[src/nsf_pkg.sv]
// Package for the nibble shift framer: field widths, state and result types,
// and the set-bit count helper. No dependencies.
`timescale 1ns / 1ps
`default_nettype none

package nsf_pkg;

    localparam int CMD_W   = 3;
    localparam int LEN_W   = 9;
    localparam int BYTE_W  = 8;
    localparam int NIB_W   = 4;
    localparam int CNT_W   = 12;
    localparam int MAX_RES = 4;
    localparam int RES_CNT_W = $clog2(MAX_RES + 1);

    // Framer state carried from one data byte to the next
    typedef struct packed {
        logic [LEN_W-1:0] bytes_left;
        logic [NIB_W-1:0] held_nibble;
        logic [CNT_W-1:0] bit_count;
    } nsf_state_t;

    // One frame byte with its end-of-packet mark
    typedef struct packed {
        logic [BYTE_W-1:0] frame_byte;
        logic              last;
    } nsf_res_t;

    // All frame bytes caused by one input transaction
    typedef struct packed {
        logic [RES_CNT_W-1:0]   count;
        nsf_res_t [MAX_RES-1:0] res;
    } nsf_batch_t;

    // Count the set bits of one byte
    function automatic logic [3:0] ones8(input logic [BYTE_W-1:0] v);
        logic [3:0] c;
        c = 4'd0;
        for (int i = 0; i < BYTE_W; i++)
        begin
            c = c + {3'd0, v[i]};
        end
        return c;
    endfunction

endpackage : nsf_pkg

`default_nettype wire

[src/nsf_in_if.sv]
// Input channel of the framer: valid/ready handshake with one data byte
// and the header fields. Depends on nsf_pkg.
`timescale 1ns / 1ps
`default_nettype none

interface nsf_in_if;
    import nsf_pkg::*;

    logic              valid;
    logic              ready;
    logic [CMD_W-1:0]  cmd;
    logic [LEN_W-1:0]  length;
    logic [BYTE_W-1:0] data_byte;

    modport source (output valid, output cmd, output length, output data_byte,
                    input ready);
    modport sink   (input valid, input cmd, input length, input data_byte,
                    output ready);
endinterface : nsf_in_if

`default_nettype wire

[src/nsf_out_if.sv]
// Output channel of the framer: valid/ready handshake with one frame byte.
// Depends on nsf_pkg.
`timescale 1ns / 1ps
`default_nettype none

interface nsf_out_if;
    import nsf_pkg::*;

    logic              valid;
    logic              ready;
    logic [BYTE_W-1:0] frame_byte;
    logic              last;

    modport source (output valid, output frame_byte, output last, input ready);
    modport sink   (input valid, input frame_byte, input last, output ready);
endinterface : nsf_out_if

`default_nettype wire

[src/nsf_step.sv]
// Per-transaction framing logic: header, shifted data and trailer bytes,
// plus the next framer state. Depends on nsf_pkg.
`timescale 1ns / 1ps
`default_nettype none

module nsf_step
    import nsf_pkg::*;
(
    input  nsf_state_t        state,
    input  logic [CMD_W-1:0]  cmd,
    input  logic [LEN_W-1:0]  length,
    input  logic [BYTE_W-1:0] data_byte,
    output nsf_state_t        state_next,
    output nsf_batch_t        batch
);

    logic [BYTE_W-1:0] hdr0;
    logic [BYTE_W-1:0] hdr1;
    logic [BYTE_W-1:0] shifted;
    logic [CNT_W-1:0]  sum;
    logic [CNT_W-1:0]  fin_sum;
    logic [LEN_W-1:0]  left;
    logic [NIB_W-1:0]  nib;
    nsf_res_t          trl0;
    nsf_res_t          trl1;

    // Candidate bytes for header and data
    assign hdr0    = {length[4:0], cmd};
    assign hdr1    = {data_byte[3:0], length[8:5]};
    assign shifted = {data_byte[3:0], state.held_nibble};
    assign nib     = data_byte[7:4];

    // Running count and remaining bytes after this transaction
    always_comb
    begin
        if (state.bytes_left == '0)
        begin
            sum  = {{(CNT_W-4){1'b0}}, ones8(hdr0)} + {{(CNT_W-4){1'b0}}, ones8(hdr1)};
            left = length - {{(LEN_W-1){1'b0}}, 1'b1};
        end
        else
        begin
            sum  = state.bit_count + {{(CNT_W-4){1'b0}}, ones8(shifted)};
            left = state.bytes_left - {{(LEN_W-1){1'b0}}, 1'b1};
        end
    end

    // Trailer: fold in the final high nibble, then split the count
    assign fin_sum = sum + {{(CNT_W-4){1'b0}}, ones8({4'd0, nib})};
    assign trl0    = '{frame_byte: {fin_sum[3:0], nib}, last: 1'b0};
    assign trl1    = '{frame_byte: fin_sum[11:4], last: 1'b1};

    // Assemble result bytes and next state
    always_comb
    begin
        batch      = '0;
        state_next = state;
        if (state.bytes_left == '0)
        begin
            // Drop a first byte with zero length
            if (length != '0)
            begin
                batch.res[0] = '{frame_byte: hdr0, last: 1'b0};
                batch.res[1] = '{frame_byte: hdr1, last: 1'b0};
                if (left == '0)
                begin
                    batch.res[2] = trl0;
                    batch.res[3] = trl1;
                    batch.count  = RES_CNT_W'(4);
                    state_next   = '0;
                end
                else
                begin
                    batch.count = RES_CNT_W'(2);
                    state_next  = '{bytes_left: left, held_nibble: nib, bit_count: sum};
                end
            end
        end
        else
        begin
            batch.res[0] = '{frame_byte: shifted, last: 1'b0};
            if (left == '0)
            begin
                batch.res[1] = trl0;
                batch.res[2] = trl1;
                batch.count  = RES_CNT_W'(3);
                state_next   = '0;
            end
            else
            begin
                batch.count = RES_CNT_W'(1);
                state_next  = '{bytes_left: left, held_nibble: nib, bit_count: sum};
            end
        end
    end

endmodule : nsf_step

`default_nettype wire

[src/nibble_shift_framer.sv]
// Top level of the nibble shift framer: state registers, result buffer and
// handshakes. Depends on nsf_pkg, nsf_in_if, nsf_out_if and nsf_step.
//
//   channel | direction | payload                      | handshake
//   pkt     | in        | cmd, length, data_byte       | valid / ready
//   frame   | out       | frame_byte, last             | valid / ready
//
// A data byte is framed in the cycle it is taken; its frame bytes leave
// a four-entry result buffer with a single read port from the next cycle
// on, one per cycle while frame.ready is high. A middle byte yields one
// frame byte, a first byte two, a last byte three, a one-byte packet four.
// pkt.ready is high while the buffer is empty or its final entry is leaving.
// Reset clears the framer state and empties the buffer.
`timescale 1ns / 1ps
`default_nettype none

module nibble_shift_framer
    import nsf_pkg::*;
(
    input  wire logic clk,
    input  wire logic rst_n,
    nsf_in_if.sink    pkt,
    nsf_out_if.source frame
);

    nsf_state_t           state_reg;
    nsf_state_t           state_next;
    nsf_batch_t           batch;
    nsf_res_t             res_reg  [MAX_RES];
    nsf_res_t             res_next [MAX_RES];
    logic [RES_CNT_W-1:0] cnt_reg;
    logic [RES_CNT_W-1:0] cnt_next;
    logic                 take;
    logic                 pop;

    nsf_step u_step (
        .state      (state_reg),
        .cmd        (pkt.cmd),
        .length     (pkt.length),
        .data_byte  (pkt.data_byte),
        .state_next (state_next),
        .batch      (batch)
    );

    // Handshakes
    assign pop   = frame.valid && frame.ready;
    assign pkt.ready = (cnt_reg == '0) ||
                       ((cnt_reg == RES_CNT_W'(1)) && frame.ready);
    assign take  = pkt.valid && pkt.ready;

    assign frame.valid      = (cnt_reg != '0);
    assign frame.frame_byte = res_reg[0].frame_byte;
    assign frame.last       = res_reg[0].last;

    // Load a new batch, or advance the buffer on each output transaction
    always_comb
    begin
        cnt_next = cnt_reg;
        for (int i = 0; i < MAX_RES; i++)
        begin
            res_next[i] = res_reg[i];
        end
        if (take)
        begin
            cnt_next = batch.count;
            for (int i = 0; i < MAX_RES; i++)
            begin
                res_next[i] = batch.res[i];
            end
        end
        else if (pop)
        begin
            cnt_next = cnt_reg - RES_CNT_W'(1);
            for (int i = 0; i < MAX_RES - 1; i++)
            begin
                res_next[i] = res_reg[i + 1];
            end
        end
    end

    // Hold control state
    always_ff @(posedge clk or negedge rst_n)
    begin
        if (!rst_n)
        begin
            state_reg <= '0;
            cnt_reg   <= '0;
        end
        else
        begin
            cnt_reg <= cnt_next;
            if (take)
            begin
                state_reg <= state_next;
            end
        end
    end

    // Hold result payload
    always_ff @(posedge clk)
    begin
        for (int i = 0; i < MAX_RES; i++)
        begin
            res_reg[i] <= res_next[i];
        end
    end

endmodule : nibble_shift_framer

`default_nettype wire

[src/flat_wrapper.sv]
// flat-port wrapper written by rule: the top's interface ports become plain ports
module nibble_shift_framer_flat import nsf_pkg::*;
  (clk, rst_n, pkt_valid, pkt_cmd, pkt_length, pkt_data_byte, pkt_ready, frame_valid, frame_frame_byte, frame_last, frame_ready);
  nsf_in_if pkt_i ();
  nsf_out_if frame_i ();
  input  wire logic clk;
  input  wire logic rst_n;
  input wire logic [$bits(pkt_i.valid)-1:0] pkt_valid;
  input wire logic [$bits(pkt_i.cmd)-1:0] pkt_cmd;
  input wire logic [$bits(pkt_i.length)-1:0] pkt_length;
  input wire logic [$bits(pkt_i.data_byte)-1:0] pkt_data_byte;
  output wire logic [$bits(pkt_i.ready)-1:0] pkt_ready;
  output wire logic [$bits(frame_i.valid)-1:0] frame_valid;
  output wire logic [$bits(frame_i.frame_byte)-1:0] frame_frame_byte;
  output wire logic [$bits(frame_i.last)-1:0] frame_last;
  input wire logic [$bits(frame_i.ready)-1:0] frame_ready;
  assign pkt_i.valid = pkt_valid;
  assign pkt_i.cmd = pkt_cmd;
  assign pkt_i.length = pkt_length;
  assign pkt_i.data_byte = pkt_data_byte;
  assign pkt_ready = pkt_i.ready;
  assign frame_valid = frame_i.valid;
  assign frame_frame_byte = frame_i.frame_byte;
  assign frame_last = frame_i.last;
  assign frame_i.ready = frame_ready;
  nibble_shift_framer u_core (.clk(clk), .rst_n(rst_n), .pkt(pkt_i), .frame(frame_i));
endmodule
[config.mk]
export PLATFORM = sky130hd
export DESIGN_NAME = nibble_shift_framer_flat
export DESIGN_NICKNAME = d
export VERILOG_FILES = /design/src/nsf_pkg.sv /design/src/nsf_in_if.sv /design/src/nsf_out_if.sv /design/src/nsf_step.sv /design/src/nibble_shift_framer.sv /design/src/flat_wrapper.sv
export SDC_FILE = /design/constraint.sdc
export NUM_CORES = 1
export LEC_CHECK = 0
export BUFFER_PORTS_ARGS = -buffer_cell sky130_fd_sc_hd__buf_2
export CORE_ASPECT_RATIO = 0.75
export CORE_UTILIZATION = 40
export DETAILED_ROUTE_END_ITERATION = 12
export HOLD_SLACK_MARGIN = 0.15
export SETUP_SLACK_MARGIN = 0.5
export SKIP_CTS_REPAIR_TIMING = 1
export SLEW_MARGIN = 5
export SYNTH_ARGS = -nofsm -noshare
export SYNTH_HDL_FRONTEND = slang
export SYNTH_HIERARCHICAL = 1
export SYNTH_SLANG_ARGS = --single-unit
[constraint.sdc]
create_clock -name clk -period 5.35 [get_ports clk]
set_input_delay 0 -clock clk [delete_from_list [all_inputs] [get_ports clk]]
set_output_delay 0 -clock clk [all_outputs]
set_load 0.01 [all_outputs]
; After elaboration in Yosys (flattened, before gate mapping)
; Memories as Yosys holds them, arrays and structs flattened.
; Index checks and enable logic that the tools add are counted.
[word_totals]
mem_count = 1
wordCells = 65
mem_bits_rw = 36
ff_bits = 28
out_inout_bits = 11
[mem_list]
columns = name, words, width, rd, rd_ports_with_merged_regs, write_ports, line_no
row1 = u_core.res_reg, 4, 9, 4, 0, 4, nibble_shift_framer.sv:29  ; nsf_res_t res_reg [MAX_RES];
[op_classes]
n_reduce_logical = 11
mux = 17
n_eq_ne = 2
add_sub_neg = 30
[ops]
columns = operator, count
row1 = two-way mux 27 bit, 3
row2 = two-way mux 25 bit, 3
row3 = adder 4 x 1 -> 4 bit, 12
row4 = two-way mux 39 bit, 1
row5 = two-way mux 9 bit, 3
row6 = adder 12 x 4 -> 12 bit, 2
row7 = logical NOT 9 bit, 2
row8 = two-way mux 18 bit, 1
row9 = "subtractor 9 x 1 -> 9 bit, second input constant", 2
row10 = adder 3 x 1 -> 4 bit, 4
row11 = adder 2 x 1 -> 3 bit, 4
row12 = two-way mux 12 bit, 1
row13 = two-way mux 3 bit, 4
row14 = nonzero test 9 bit, 1
row15 = adder 1 x 1 -> 2 bit, 4
row16 = adder 4 x 4 -> 5 bit, 1
row17 = "== test 3 x 1 -> 1 bit, second input constant", 1
row18 = logical AND 1 bit, 3
row19 = logical NOT 3 bit, 1
row20 = nonzero test 3 bit, 1
row21 = "subtractor 3 x 1 -> 3 bit, second input constant", 1
row22 = two-way mux 2 bit, 1
row23 = "inequality test 2 x 1 -> 1 bit, second input constant", 1
row24 = AND reduction 2 bit, 1
row25 = other kinds (2), 2

; Longest topological paths before layout
; Gate-level depths: netlist (run 1).
[depth]
ltp_word = 14
mapped_depth = 20

; Modules after synthesis
; The synthesis (run 1) kept the hierarchy.
[modules_own_cells]
columns = module, seq_area_each_um2, instances, area_each_um2, cells_per_inst
row1 = nibble_shift_framer, 1781.7, 1, 2681.3, 144
row2 = nsf_step, 0.0, 1, 2467.4, 349

; Worst setup path before layout (run 1)
; Ideal clock, no wire load.
[synth_timing]
path_type = input to register
startpoint = input pkt_length[8]
endpoint = memory u_core/res_reg[2][6] (netlist bit), data pin
t_required_ns = 5.090
n_path_buf = 0
stages = 17
path_slack_ns = 0.273
t_arrival_ns = 4.817
path_cell_list = inv_1 fa_1 fa_1 fa_1 fa_1 fa_1 fa_1 fa_1 mux2i_1 ha_1 a21o_1 o21ai_0 a21oi_1 and3_1 a211oi_1 a211oi_1 mux2_2
[synth_rtl]
columns = item, line_no
row1 = "start, declared", flat_wrapper.sv:10  ; input wire logic [$bits(pkt_i.length)-1:0] pkt_length;
row2 = "end, declared", nibble_shift_framer.sv:29

==> results.sh, run 1 <==
export IMPL_rows=35
export IMPL_synth_compound_area_share=0.148
export IMPL_synthAdderAreaFrac=0.120
export IMPL_fin_setup_tns_ps=0
export IMPL_path_delay_family="adder cells"
export IMPL_synth_top_family_by_area="compound AO/OA/AOI/OAI gates"
export IMPL_clock_skew_ps=8.98
export IMPL_drt_pass1_iter_count=6
export IMPL_drive_gt1_frac=0.299
export IMPL_synth_area_top_cells="edfxtp_1 21%, dfrtp_1 14%, mux2_2 7.9%"
export IMPL_fp_dieW_um=133
export IMPL_cts_tree="built"
export IMPL_die_h_um=100
export IMPL_setup_viol=0
export IMPL_crit_required_ps=5430
export IMPL_avgSynthCellArea_um2=10.4
export IMPL_routabilityCongestion=0.881
export IMPL_placed_area_mm2=0.00546
export IMPL_die_area_mm2=0.0133
export IMPL_clkSlewWorstSetupHoldPaths_ps=50
export IMPL_synthSimpleGateAreaFrac=0.146
export IMPL_routed_wl_mm=13.5
export IMPL_ys_seq_elements=64
export IMPL_syn2layout_area_growth_pct=16.1
export IMPL_max_cap_viol_count=0
export IMPL_yosys_area_share_xor_xnor=0.0289
export IMPL_netlist_instances=493
export IMPL_viasPerCell=5.76
export IMPL_worst_path_buf_inv=2
export IMPL_syn_area_mm2=0.00515
export IMPL_synthFlopType="edfxtp_1"
export IMPL_endpoint_kind="register"
export IMPL_cp_max_fo=3
export IMPL_hpwl_mm=9.67
export IMPL_synth_seq_area_share=0.346
export IMPL_fin_crit_sh=0.921
export IMPL_cpMostUsedCell="fa_1"
export IMPL_antenna_cells=0
export IMPL_min_path_type="in2reg"
export IMPL_drc=0
export IMPL_antenna_found_initial=0
export IMPL_yosysTopAreaCell="edfxtp_1"
export IMPL_tightest_slew_ps=992
export IMPL_portBuffers=34
export IMPL_cts_sinks=64
export IMPL_cts_buffers=9
export IMPL_clock_latency_ps=340
export IMPL_grt_max_degree=37
export IMPL_crit_path_max_incr_delay_ps=580
export IMPL_synth_cell_types=69
export IMPL_hold_viol=0
export IMPL_crit_arrival_ps=5010
export IMPL_critPathKind="in2reg"
export IMPL_cp_slowest_cell="fa_2"
export IMPL_wire_per_inst_um=19.1
export IMPL_cp_start_kind="input port"
export IMPL_synth_mux_area_frac=0.139
export IMPL_synth_most_common_cell="inv_1"
export IMPL_synth_common_cells="42 x inv_1, 36 x edfxtp_1, 36 x mux2_2, 31 x nor2_1, 28 x dfrtp_1"
export IMPL_max_freq_mhz=203
export IMPL_htreeDepth=3
export IMPL_rsz0062_at_grt="true"
export IMPL_root_buffer="clkbuf_16"
export IMPL_relSlewSlack=0.332
export IMPL_drt_initial_drc_count=353
export IMPL_vias=4078
export IMPL_synthArstFlopShare=0.438
export IMPL_start_util=0.415
export IMPL_synth_edff_count=36
export IMPL_cp_cell_sequence="buf_8 > inv_4 > fa_1 > fa_1 > fa_1 > fa_1 > fa_1 > fa_2 > fa_2 > mux2i_4 > fa_2 > or3_4 > a31oi_1 > a211oi_1 > mux2_4"
export IMPL_slew_violations=0
export IMPL_fin_crit_ps=4930
export IMPL_grt_pass1_wl_mm=21.6
export IMPL_largest_register_ffs=36
export IMPL_nets=600
export IMPL_grt_ovfl_total=0
export IMPL_fin_area_mm2=0.00598
export IMPL_pin_count=35
export IMPL_clockBufferDepth=2
export IMPL_final_antenna_net_count=0
export IMPL_grt_pass1_vias=4055
export IMPL_status="finished clean"
export IMPL_synth_top_cell_area_share=0.210
export IMPL_fp_coreArea_mm2=0.0124
export IMPL_ys_warnings_count=6
export IMPL_grt_usage=0.212
routing by layer:
metal | global-route usage | vias to the layer above | wire length [µm]
li1 | - | 1874 | -
met1 | 0.295 | 2036 | 6340
met2 | 0.325 | 146 | 6170
met3 | 0.0475 | 22 | 814
met4 | 0.0734 | 0 | 228
met5 | 0 | - | 0
final timing paths:
path	endpoint	cells past startpoint	start	slack, ps
setup / recovery	u_core/res_reg[2][7]	15	pkt_length[8]	420
hold / removal	u_core/res_reg[1][8]	3	pkt_data_byte[3]	130
setup reg to reg	u_core/res_reg[2][8]	16	u_core/state_reg[15]	440
hold reg to reg	u_core/state_reg[15]	1	u_core/state_reg[15]	510
max in group asynchronous	u_core/cnt_reg[1]	2	rst_n	4630
min in group asynchronous	u_core/state_reg[21]	2	rst_n	250
area by class of cell:
class	count	area (µm²)
Multi-Input combinational cell	363	3150
Sequential cell	64	1780
Timing Repair Buffer	55	365
Clock inverter	7	71.3
Fill cell	1126	6420
Inverter	44	175
Clock buffer	9	225
Tap cell	166	208
worst reg2reg max path, stage by stage, from the launching register on:
cell      delay [ps]
dfrtp_1          370
inv_1            110
fa_1             450
fa_1             550
fa_1             180
inv_1             70
fa_1             520
inv_1             70
fa_1             420
nand2b_2         260
a211oi_4         340
xnor2_2          160
nor4_2           330
and3_4           270
a31o_2           160
a31oi_1           90
mux2_2           300
stage by stage:
step	hold WS [ps]	setup WS (ps)	std cells	util
floorplan	-296	438	500	-
global placement	96.4	57.2	683	0.441
detailed placement	103	-21.7	683	0.441
CTS	-260	139	699	0.465
global route	159	297	708	0.482
finish	131	422	708	0.482
kinds of logic after synthesis:
family | count (synthesis)
XOR/XNOR | 17
AO/OA/AOI/OAI | 107
AND/OR/NAND/NOR | 134
other | 1
buffers and inverters | 73
flip-flops | 64
multiplexers | 58
adder cells (fa/ha/maj) | 39
placed cells by master (no fill, tap or decap), drive strengths merged, types with 4 or more instances in the layout:
cell         synthesis  layout
a211oi               5       5
nand3                9       9
a211o                4       4
buf                 21      49
o31ai                8       8
conb                 1       8
nand2               27      27
nand2b               5       5
a31oi                8       8
nor3                13      13
xor2                11      11
a31o                 6       6
xnor2                6       6
o21ai               26      26
dlygate4sd3          0       6
mux2i                4       4
or3                  7       7
fa                  17      17
edfxtp              36      36
a21oi               13      13
dfrtp               28      28
nor2                31      31
clkbuf               8       9
ha                  22      22
nor4                 5       5
nand3b               4       4
mux2                54      54
and3                 5       5
and2                 6       6
nor2b                7       7
inv                 44      45
a22o                11      11
Power of run 1 is not shown: default switching activity piles up to over one toggle a cycle in this logic, so the estimate is an artifact.
==> run 2, diff against run 1 <==
ABC_AREA = 1   (was default)
RECOVER_POWER = 50   (was default)
clock period = 4.48 ns   (was 5.35 ns; I/O delays follow)
==> run 2 against run 1 <==
Compared with the run above:
- the run now ends with capacitance limit, slew limit, setup timing left
- routed wire length is 3.0% higher
- global-route usage is 0.74 points higher
- first-iteration DRC count is 1.1% higher
- synthesized area is 3.2% higher
- critical path type unchanged
==> results.sh, run 2 <==
export IMPL_avgSynthCellArea_um2=7.19
export IMPL_yosysTopAreaCell="nand2_1"
export IMPL_ir_worst_vdd_mv=0.711
export IMPL_r2r_start="u_core/state_reg[15]"
export IMPL_cts_buffers=9
export IMPL_synth_area_top_cells="nand2_1 21%, edfxtp_1 20%, dfrtp_1 13%"
export IMPL_startpoint="pkt_length[7]"
export IMPL_fin_crit_ps=4730
export IMPL_worst_path_buf_inv=3
export IMPL_antenna_cells=0
export IMPL_critPathKind="in2reg"
export IMPL_nets=872
export IMPL_slew_violations=60
export IMPL_clock_latency_ps=340
export IMPL_synthArstFlopShare=0.438
export IMPL_clockBufferDepth=2
export IMPL_cts_tree="built"
export IMPL_drt_initial_drc_count=357
export IMPL_largest_register_ffs=36
export IMPL_final_antenna_net_count=0
export IMPL_portBuffers=34
export IMPL_routabilityCongestion=0.849
export IMPL_die_h_um=102
export IMPL_violations="capacitance limit, slew limit, setup timing"
export IMPL_seq_area_mm2=0.00178
export IMPL_crit_required_ps=4570
export IMPL_ys_warnings_count=6
export IMPL_power_leakage_nw=3.32
export IMPL_path_delay_family="adder cells"
export IMPL_grt_max_degree=62
export IMPL_clkPwrFrac=0.129
export IMPL_internal_power_mw=3.46
export IMPL_cp_start_kind="input port"
export IMPL_synth_most_common_cell="nand2_1"
export IMPL_finalPower_mw=6.31
export IMPL_max_cap_viol_count=2
export IMPL_synth_common_cells="301 x nand2_1, 83 x inv_1, 71 x nand3_1, 43 x nor2_1, 36 x edfxtp_1"
export IMPL_synth_edff_count=36
export IMPL_final_cell_mix="294 x nand2_1, 72 x inv_1, 63 x nand3_1"
export IMPL_combPwrFrac=0.703
export IMPL_seqPwrFrac=0.169
export IMPL_fp_dieW_um=135
export IMPL_place_ws_ps=-693
export IMPL_status="finished with violations"
export IMPL_fin_setup_tns_ps=-1660
export IMPL_hold_viol=0
export IMPL_relSlewSlack=-0.222
export IMPL_placed_area_mm2=0.00577
export IMPL_synthFlopType="edfxtp_1"
export IMPL_viasPerCell=4.96
export IMPL_cts_sinks=64
export IMPL_grt_pass1_vias=4580
export IMPL_grt_usage=0.220
export IMPL_pwr_density_cell_mw_per_mm2=970
export IMPL_fin_area_mm2=0.00650
export IMPL_hpwl_mm=10.1
export IMPL_grt_pass1_wl_mm=23.0
export IMPL_syn_area_mm2=0.00531
export IMPL_tightest_slew_ps=1830
export IMPL_layout_commonest_cell="nand2_1"
export IMPL_cp_slowest_cell="fa_1"
export IMPL_setup_ws_ps=-248
export IMPL_clock_skew_ps=7.62
export IMPL_ys_seq_elements=64
export IMPL_grt_ovfl_total=0
export IMPL_drt_pass1_iter_count=5
export IMPL_drc=0
export IMPL_cp_max_fo=3
export IMPL_crit_arrival_ps=4820
export IMPL_rows=36
export IMPL_fin_crit_sh=1.06
export IMPL_crit_path_max_incr_delay_ps=540
export IMPL_fillers=1262
export IMPL_htreeDepth=3
export IMPL_switchingPower_mw=2.85
export IMPL_min_path_type="in2reg"
export IMPL_rsz0062_at_grt="true"
export IMPL_synth_top_cell_area_share=0.213
export IMPL_root_buffer="clkbuf_16"
export IMPL_syn2layout_area_growth_pct=22.4
export IMPL_antenna_found_initial=0
export IMPL_synth_cell_types=39
export IMPL_finalCoreUtilization=0.501
export IMPL_fp_coreArea_mm2=0.0130
export IMPL_die_area_mm2=0.0138
export IMPL_switching_share=0.452
export IMPL_cp_cell_sequence="buf_8 > inv_8 > fa_1 > fa_1 > fa_1 > fa_1 > fa_1 > fa_2 > fa_1 > mux2i_4 > buf_4 > fa_2 > nand2_2 > nor2_2 > nand2_2 > nor2_4 > nand2_1 > nand2_1 > nand2_1 > nand3_1 > nand2_1 > nand2_1 > nand2_1"
export IMPL_pin_count=35
export IMPL_start_util=0.410
export IMPL_drive_gt1_frac=0.213
export IMPL_max_freq_mhz=212
export IMPL_multi_input_area_mm2=0.00322
export IMPL_synth_seq_area_share=0.335
export IMPL_setup_viol=11
export IMPL_hold_start="pkt_data_byte[0]"
export IMPL_netlist_instances=739
export IMPL_clkSlewWorstSetupHoldPaths_ps=60
export IMPL_vias=4888
export IMPL_routed_wl_mm=14.0
export IMPL_endpoint_kind="register"
export IMPL_wire_per_inst_um=14.2
-- run 2: cell count changes in the layout (fill, tap and decap cells not counted), moves of 13 or more --
| cell | previous run | this run |
|---|---|---|
| inv_2 | 2 | 15 |
| nand3_1 | 9 | 63 |
| inv_1 | 39 | 72 |
| buf_4 | 15 | 36 |
| mux2_2 | 33 | 0 |
| nand2_2 | 0 | 24 |
| clkbuf_1 | 0 | 13 |
| mux2_4 | 21 | 0 |
| nand2_1 | 26 | 294 |
-- run 2: final timing paths --
| kind | to | slack [ps] | cells after the start |
|---|---|---|---|
| worst max-delay path | u_core/res_reg[2][7] | -250 | 23 |
| worst min-delay path | u_core/res_reg[1][5] | 140 | 5 |
| worst max register to register | u_core/res_reg[2][7] | -170 | 22 |
| worst min register to register | u_core/state_reg[20] | 490 | 2 |
| max in group asynchronous | u_core/state_reg[13] | 2710 | 2 |
| min in group asynchronous | u_core/state_reg[2] | 700 | 2 |
-- run 2: kinds of logic after synthesis --
| group | count (synthesis) | synth area share |
|---|---|---|
| simple gates | 468 | 0.387 |
| compound gates | 32 | 0.0316 |
| mux | 1 | 0.00188 |
| buf+inv | 123 | 0.110 |
| fa+ha+maj | 39 | 0.116 |
| xor+xnor | 11 | 0.0181 |
| flops | 64 | 0.335 |
| other cells | 1 | 0.000706 |
-- run 2: layout make-up --
cell class,count,area share
Tap cell,171,0.0329
Inverter,91,0.0545
Timing Repair Buffer,84,0.0891
Clock inverter,5,0.0129
Multi-Input combinational cell,559,0.496
Clock buffer,11,0.0406
Sequential cell,64,0.274
-- run 2: power groups by stage --
stage	logic [mW]	registers, mW	clock network [mW]
after floorplan	2.41	1.05	0
after global placement	3.52	1.05	0
after detailed placement	3.58	1.06	0
after CTS	3.61	1.05	0.828
after global routing	4.88	1.09	0.851
final	4.43	1.06	0.811
-- run 2: metal layers --
layer  routed length (µm)  track usage  part of all wire
met3                  710       0.0450             0.051
met5                    0            0                 0
met2                 6290        0.346              0.45
met4                  172       0.0570             0.012
met1                 6780        0.307              0.49
-- run 2: worst register-to-register path, stage by stage, from the launching register on --
cell and delay [ps]:
dfrtp_1 390, inv_1 90, fa_1 570, fa_1 460, fa_2 360, inv_2 70, fa_1 440, inv_1 110
fa_2 470, mux2i_4 190, buf_4 150, fa_2 210, nand2_2 60, nor2_2 200, nand2_2 110, nor2_4 120
nand2_1 60, nand2_1 50, nand2_1 40, nand3_1 70, nand2_1 60, nand2_1 60, nand2_1 60
-- run 2: through the flow --
stage,hold WS (ps),std cells
after global routing,167,985
after detailed placement,105,950
final,137,985
after global placement,89.4,950
after floorplan,-296,746
after CTS,-255,966
Note: power is estimated with default switching activity, not from simulation.
